==> config.mk <==
export PLATFORM = sky130hd
export DESIGN_NAME = calendar_date_advance
export DESIGN_NICKNAME = d
export VERILOG_FILES = /design/src/sv/cda_pkg.sv /design/src/sv/cda_leap_unit.sv /design/src/sv/cda_month_step.sv /design/src/sv/calendar_date_advance.sv
export SDC_FILE = /design/constraint.sdc
export NUM_CORES = 1
export LEC_CHECK = 0
export BUFFER_PORTS_ARGS = -buffer_cell sky130_fd_sc_hd__buf_4
export CAP_MARGIN = 5
export CORE_UTILIZATION = 67
export CTS_BUF_LIST = sky130_fd_sc_hd__clkbuf_8
export CTS_CLUSTER_DIAMETER = 200
export DETAILED_ROUTE_END_ITERATION = 10
export GPL_TIMING_DRIVEN = 0
export HOLD_SLACK_MARGIN = 0.02
export PLACE_DENSITY_LB_ADDON = 0.15
export SLEW_MARGIN = 20
export SYNTH_ARGS = -nofsm -noshare
export SYNTH_HDL_FRONTEND = slang
export SYNTH_SLANG_ARGS = --single-unit
==> constraint.sdc <==
create_clock -name clk_i -period 6.8 [get_ports clk_i]
set_input_delay 0.34 -clock clk_i [delete_from_list [all_inputs] [get_ports clk_i]]
set_output_delay 0.34 -clock clk_i [all_outputs]
set_load 0.03 [all_outputs]
==> src/sv/cda_pkg.sv <==
package cda_pkg;

  localparam int unsigned DayW   = 5;
  localparam int unsigned MonthW = 4;
  localparam int unsigned YearW  = 16;
  localparam int unsigned CountW = 16;
  // day plus a full count needs one bit more than the count
  localparam int unsigned AccW   = CountW + 1;

  localparam logic [DayW-1:0]   DAY_FIRST  = DayW'(1);
  localparam logic [MonthW-1:0] MONTH_JAN  = MonthW'(1);
  localparam logic [MonthW-1:0] MONTH_FEB  = MonthW'(2);
  localparam logic [MonthW-1:0] MONTH_APR  = MonthW'(4);
  localparam logic [MonthW-1:0] MONTH_JUN  = MonthW'(6);
  localparam logic [MonthW-1:0] MONTH_SEP  = MonthW'(9);
  localparam logic [MonthW-1:0] MONTH_NOV  = MonthW'(11);
  localparam logic [MonthW-1:0] MONTH_DEC  = MonthW'(12);
  localparam logic [YearW-1:0]  YEAR_RESET = YearW'(1900);

  typedef enum logic [1:0] {
    OP_ADVANCE = 2'd0,
    OP_ADD     = 2'd1,
    OP_LOAD    = 2'd2,
    OP_NONE    = 2'd3
  } op_e;

  typedef struct packed {
    op_e               operation;
    logic [CountW-1:0] day_count;
    logic [DayW-1:0]   load_day;
    logic [MonthW-1:0] load_month;
    logic [YearW-1:0]  load_year;
  } in_t;

  typedef struct packed {
    logic [DayW-1:0]   day_out;
    logic [MonthW-1:0] month_out;
    logic [YearW-1:0]  year_out;
  } out_t;

  // result of the shared compare/subtract unit
  typedef struct packed {
    logic              over;
    logic [AccW-1:0]   diff;
    logic [DayW-1:0]   len;
  } step_t;

endpackage

==> src/sv/cda_leap_unit.sv <==
module cda_leap_unit import cda_pkg::*; (
  input  logic             clk_i,
  input  logic [YearW-1:0] year_i,
  output logic             leap_o
);

  // year / 100 by reciprocal: 5242 / 2^19 sits just below 1/100, so the
  // estimate is exact or one low over the whole 16-bit range
  localparam int unsigned RecipW = 13;
  localparam int unsigned Shift  = 19;
  localparam int unsigned ProdW  = YearW + RecipW;
  localparam int unsigned QuotW  = ProdW - Shift;
  localparam logic [RecipW-1:0] RECIP   = RecipW'(5242);
  localparam logic [YearW-1:0]  HUNDRED = YearW'(100);

  logic [ProdW-1:0] prod;
  logic [QuotW-1:0] quot_q;
  logic [YearW-1:0] rem_wide;
  logic [7:0]       rem_est;
  logic             rem_big;
  logic [7:0]       rem;
  logic [QuotW-1:0] quot;

  assign prod = ProdW'(year_i) * ProdW'(RECIP);

  always_ff @(posedge clk_i) begin
    quot_q <= prod[ProdW-1:Shift];
  end

  always_comb begin
    rem_wide = year_i - YearW'(quot_q) * HUNDRED;
    rem_est  = rem_wide[7:0];
    rem_big  = rem_est >= 8'd100;
    rem      = rem_big ? rem_est - 8'd100 : rem_est;
    quot     = rem_big ? quot_q + QuotW'(1) : quot_q;
    // divisible by 4, and either not a century or a century divisible by 400
    leap_o   = (year_i[1:0] == 2'b00) && ((rem != 8'd0) || (quot[1:0] == 2'b00));
  end

endmodule

==> src/sv/cda_month_step.sv <==
module cda_month_step import cda_pkg::*; (
  input  logic [AccW-1:0]   acc_i,
  input  logic [MonthW-1:0] month_i,
  input  logic              leap_i,
  output step_t             step_o
);

  logic [DayW-1:0] len;

  always_comb begin
    unique case (month_i)
      MONTH_FEB: len = leap_i ? DayW'(29) : DayW'(28);
      MONTH_APR, MONTH_JUN, MONTH_SEP, MONTH_NOV: len = DayW'(30);
      default: len = DayW'(31);
    endcase
  end

  assign step_o.len  = len;
  assign step_o.over = acc_i > AccW'(len);
  assign step_o.diff = acc_i - AccW'(len);

endmodule

==> src/sv/calendar_date_advance.sv <==
// Channel | Direction | Handshake                 | Payload
// in      | input     | in_valid_i / in_ready_o   | in_i  (in_t)
// out     | output    | out_valid_o / out_ready_i | out_o (out_t)
//
// One item at a time; in_ready_o is high only while the sequencer is idle.
// Advance and add run one month per cycle through the shared length
// compare/subtract unit, except that each new year first waits for the leap
// recalculation. Load runs the leap recalculation, then the day clamp; code 3
// goes straight to the result stage.
// The result register lets the next item in while a result awaits transfer.
// Reset gives 1 January 1900.
module calendar_date_advance import cda_pkg::*; (
  input  logic clk_i,
  input  logic rst_ni,
  input  logic in_valid_i,
  output logic in_ready_o,
  input  in_t  in_i,
  output logic out_valid_o,
  input  logic out_ready_i,
  output out_t out_o
);

  typedef enum logic [2:0] {
    S_IDLE,
    S_RUN,
    S_LEAP_A,
    S_LEAP_B,
    S_CLAMP,
    S_OUT
  } state_e;

  state_e            state_q, state_d;
  logic [DayW-1:0]   day_q, day_d;
  logic [MonthW-1:0] month_q, month_d;
  logic [YearW-1:0]  year_q, year_d;
  logic              leap_q, leap_d;
  logic [AccW-1:0]   acc_q, acc_d;
  logic              clamp_q, clamp_d;
  logic              out_valid_q, out_valid_d;
  out_t              out_q, out_d;

  logic  in_xfer;
  logic  leap_calc;
  step_t step;

  cda_leap_unit u_leap (
    .clk_i  (clk_i),
    .year_i (year_q),
    .leap_o (leap_calc)
  );

  cda_month_step u_step (
    .acc_i   (acc_q),
    .month_i (month_q),
    .leap_i  (leap_q),
    .step_o  (step)
  );

  assign in_ready_o  = state_q == S_IDLE;
  assign in_xfer     = in_valid_i && in_ready_o;
  assign out_valid_o = out_valid_q;
  assign out_o       = out_q;

  always_comb begin
    state_d     = state_q;
    day_d       = day_q;
    month_d     = month_q;
    year_d      = year_q;
    leap_d      = leap_q;
    acc_d       = acc_q;
    clamp_d     = clamp_q;
    out_d       = out_q;
    out_valid_d = out_valid_q && !out_ready_i;

    unique case (state_q)
      S_IDLE: begin
        if (in_xfer) begin
          unique case (in_i.operation)
            OP_ADVANCE: begin
              acc_d   = AccW'(day_q) + AccW'(1);
              state_d = S_RUN;
            end
            OP_ADD: begin
              acc_d   = AccW'(day_q) + AccW'(in_i.day_count);
              state_d = S_RUN;
            end
            OP_LOAD: begin
              year_d  = in_i.load_year;
              if (in_i.load_month == '0) begin
                month_d = MONTH_JAN;
              end else if (in_i.load_month > MONTH_DEC) begin
                month_d = MONTH_DEC;
              end else begin
                month_d = in_i.load_month;
              end
              acc_d   = (in_i.load_day == '0) ? AccW'(DAY_FIRST) : AccW'(in_i.load_day);
              clamp_d = 1'b1;
              state_d = S_LEAP_A;
            end
            default: state_d = S_OUT;
          endcase
        end
      end
      S_RUN: begin
        if (step.over) begin
          acc_d = step.diff;
          if (month_q == MONTH_DEC) begin
            month_d = MONTH_JAN;
            year_d  = year_q + YearW'(1);
            clamp_d = 1'b0;
            state_d = S_LEAP_A;
          end else begin
            month_d = month_q + MonthW'(1);
          end
        end else begin
          day_d   = acc_q[DayW-1:0];
          state_d = S_OUT;
        end
      end
      // quotient register in the leap unit settles here
      S_LEAP_A: state_d = S_LEAP_B;
      S_LEAP_B: begin
        leap_d  = leap_calc;
        state_d = clamp_q ? S_CLAMP : S_RUN;
      end
      S_CLAMP: begin
        day_d   = step.over ? step.len : acc_q[DayW-1:0];
        state_d = S_OUT;
      end
      S_OUT: begin
        if (!out_valid_q || out_ready_i) begin
          out_d.day_out   = day_q;
          out_d.month_out = month_q;
          out_d.year_out  = year_q;
          out_valid_d     = 1'b1;
          state_d         = S_IDLE;
        end
      end
      default: state_d = S_IDLE;
    endcase
  end

  always_ff @(posedge clk_i or negedge rst_ni) begin
    if (!rst_ni) begin
      state_q     <= S_IDLE;
      day_q       <= DAY_FIRST;
      month_q     <= MONTH_JAN;
      year_q      <= YEAR_RESET;
      leap_q      <= 1'b0;
      clamp_q     <= 1'b0;
      out_valid_q <= 1'b0;
    end else begin
      state_q     <= state_d;
      day_q       <= day_d;
      month_q     <= month_d;
      year_q      <= year_d;
      leap_q      <= leap_d;
      clamp_q     <= clamp_d;
      out_valid_q <= out_valid_d;
    end
  end

  always_ff @(posedge clk_i) begin
    acc_q <= acc_d;
    out_q <= out_d;
  end

  a_month_range: assert property (@(posedge clk_i) disable iff (!rst_ni)
    (month_q != '0) && (month_q <= MONTH_DEC))
    else $error("month register out of range");

  a_day_nonzero: assert property (@(posedge clk_i) disable iff (!rst_ni)
    state_q == S_IDLE |-> day_q != '0)
    else $error("day register zero while idle");

  a_unused_op: assert property (@(posedge clk_i) disable iff (!rst_ni)
    in_xfer && (in_i.operation == OP_NONE) |=> state_q == S_OUT && $stable(day_q))
    else $error("unused operation code changed the date");

  a_year_step: assert property (@(posedge clk_i) disable iff (!rst_ni)
    state_q == S_RUN && step.over && month_q == MONTH_DEC
    |=> year_q == $past(year_q) + YearW'(1) && state_q == S_LEAP_A)
    else $error("year rollover without leap recalculation");

  a_result_date: assert property (@(posedge clk_i) disable iff (!rst_ni)
    state_q == S_OUT && (!out_valid_q || out_ready_i)
    |=> out_valid_q && out_q.day_out == $past(day_q) && out_q.year_out == $past(year_q))
    else $error("result register does not hold the kept date");

endmodule

==> metrics <==
run status completed; pin count of the biggest net entering global routing 32; Max H-tree Level 3; Worst EP required 7.06 ns; crit end category register; Post-CTS Setup Repair Bufs 0; reg2reg end u_leap.quot_q[5]; origin of the critical flop-to-flop path year_q[9]; Syn Inst Count 789; Setup Total Neg Slack 0 ns; CP startpoint kind register; core box area 11400 um^2; CTS Hold Bufs 1; main combinational cell family by area after synthesis adder cells; Post-Synth XOR/XNOR Area 0.0549; period utilisation layout 0.758; Synth-to-Final Area Change 12.3%; GR Util All Layers 0.331; Iteration-0 DRC Markers 542; first-pass GRT wire length 30.1 mm; arrival time worst endpoint 5.41 ns; # diodes 0; Clock Latency Late Sink 0.38 ns; GPL Wtd Cong 0.919; clock sink count 79; vias in the first global route 6278; Syn Area/Cell 9.91 um^2; Max-slew headroom 0.353; Clk pin slew, worst setup/hold paths 0.09 ns; Post-synth EDFFs 42; Final Hold Vio Count 0; Compound-Gate Fraction of Synth Area 0.128; most frequent cells in the layout inv_1, ha_1, buf_4; DP Wirelength 14.6 mm; # rows 39; Via density 6.08; Die Y 110 um; clk buf depth 2; DRC viols 0; GRT overflow 0; Hold Path Class primary input to register; crit path from year_q[9]; final setup vio count 0; die area 12100 um^2; synthesized cell area 7820 um^2; Synth Net Count 1019; total iterations of the first detailed-routing run 5; Ys Warns 0; fmax 0.194 GHz; Main synth FF type edfxtp_1; mux share of post-synthesis cell area 0.00256; drt total wl 18.5 mm; CP Max Fanout 10; DP Worst Slack 1.69 ns; CTS tree done; Final WS setup 1.65 ns; Simple-Gate Fraction of Synth Area 0.113; Starting Density 0.685; RSZ-0062 raised after global routing false; worst r2r path cells 16; port bufs 73; FF-to-FF setup slack 1.65 ns; most common cell after layout, fill and taps aside inv_1; worst setup path class register to register; # IOs 74; ratio of cells with drive above 1 in the final layout 0.124; nets 1106; chip width 110 um; remaining antenna violation count 0; via count 6231; initial antenna violation count 0; FFs w/ async S/R, synth 0.392; flip-flop and latch count after synthesis 79; CTS root buf clkbuf_8; register area share after synthesis 0.277; clock skew 0.00839 ns; post-synthesis cell type count 60; Worst Tran Pin Value 0.963 ns; max-slew violation count 0; # Max-Cap Violations 0; crit path time final 5.15 ns; cts repair resizes 0; crit path to u_leap.quot_q[5]; adder-cell area share of the yosys netlist 0.353; CTS buffer count 9; WL/cell 18.0 um
[how the worst min path moves through the flow]
stage | from | to | depth (start not counted)
2_1_floorplan | rst_ni | clamp_q | 0
3_3_place_gp | rst_ni | year_q[12] | 1
3_5_place_dp | rst_ni | year_q[12] | 1
4_1_cts | in_i[8] | year_q[8] | 3
5_1_grt | in_i[15] | year_q[15] | 3
6_report | in_i[0] | year_q[0] | 3
[per-stage QoR]
stage | cells | util | hold WS [ns] | cell area (um^2)
CTS | 1024 | 0.769 | 0.254 | 8780
detailed placement | 1007 | 0.751 | 0.294 | 8580
global route | 1024 | 0.769 | 0.259 | 8780
global placement | 1005 | 0.749 | 0.296 | 8550
floorplan | 789 | - | 0.0444 | 7820
finish | 1024 | 0.769 | 0.264 | 8780
[worst max-delay path: stages (launching register included)]
cell,delay (ns)
dfstp_2,0.72
fa_1,0.47
ha_1,0.30
inv_1,0.05
fa_1,0.48
inv_1,0.06
fa_1,0.53
inv_1,0.06
fa_1,0.54
inv_1,0.04
ha_1,0.31
a21oi_1,0.18
o21ai_0,0.19
a2111oi_0,0.44
nand3_1,0.19
a221o_1,0.33
xnor2_1,0.14
[Yosys cell counts, types with 16 or more instances]
cell	number	area [um^2]
a21oi_1	38	190
clkbuf_1	18	67.6
dfrtp_1	22	551
edfxtp_1	42	1260
fa_1	63	1260
ha_1	120	1500
inv_1	127	477
nand2_1	37	139
nand3_1	16	80.1
nor2_1	41	154
o21ai_0	42	210
o22ai_1	19	119
xnor2_1	31	272
xor2_1	18	158
[cell type report]
| class | count | area (um^2) |
|---|---|---|
| multi-input cells | 564 | 5100 |
| fillers | 777 | 2640 |
| flip-flops and latches | 79 | 2170 |
| repair buffers | 76 | 581 |
| inverters | 127 | 477 |
| well taps | 143 | 179 |
| clock buffers | 9 | 124 |
| plain buffers | 19 | 78.8 |
| clock inverters | 7 | 71.3 |
[kinds of logic (layout without fill, tap and decap cells)]
kind of cell | count (synthesis) | after routing
fa+ha+maj | 183 | 183
buf+inv | 146 | 238
flops | 79 | 79
mux | 2 | 2
xor+xnor | 49 | 49
compound gates | 160 | 160
simple gates | 170 | 170
[flip-flops by register name (all words and copies together) (netlist names)]
signal / count
acc_q: 17
day_q: 5
out_o: 25
out_valid_o: 1
u_leap.quot_q: 6
state_q: 3
clamp_q: 1
year_q: 16
leap_q: 1
month_q: 4
[routing by layer]
metal  vias to the layer above  wire, um  track usage  part of all wire
met2                       284      9040        0.551              0.49
met4                         0       485        0.128             0.026
met3                        49      1220       0.0435             0.066
li1                       2887         -            -                 -
met1                      3011      7740        0.440              0.42
met5                         -         0            0                 0
Power is left out: the tool's default activity adds up to more than one toggle a clock period on the data nets, which glitch-free logic cannot reach.
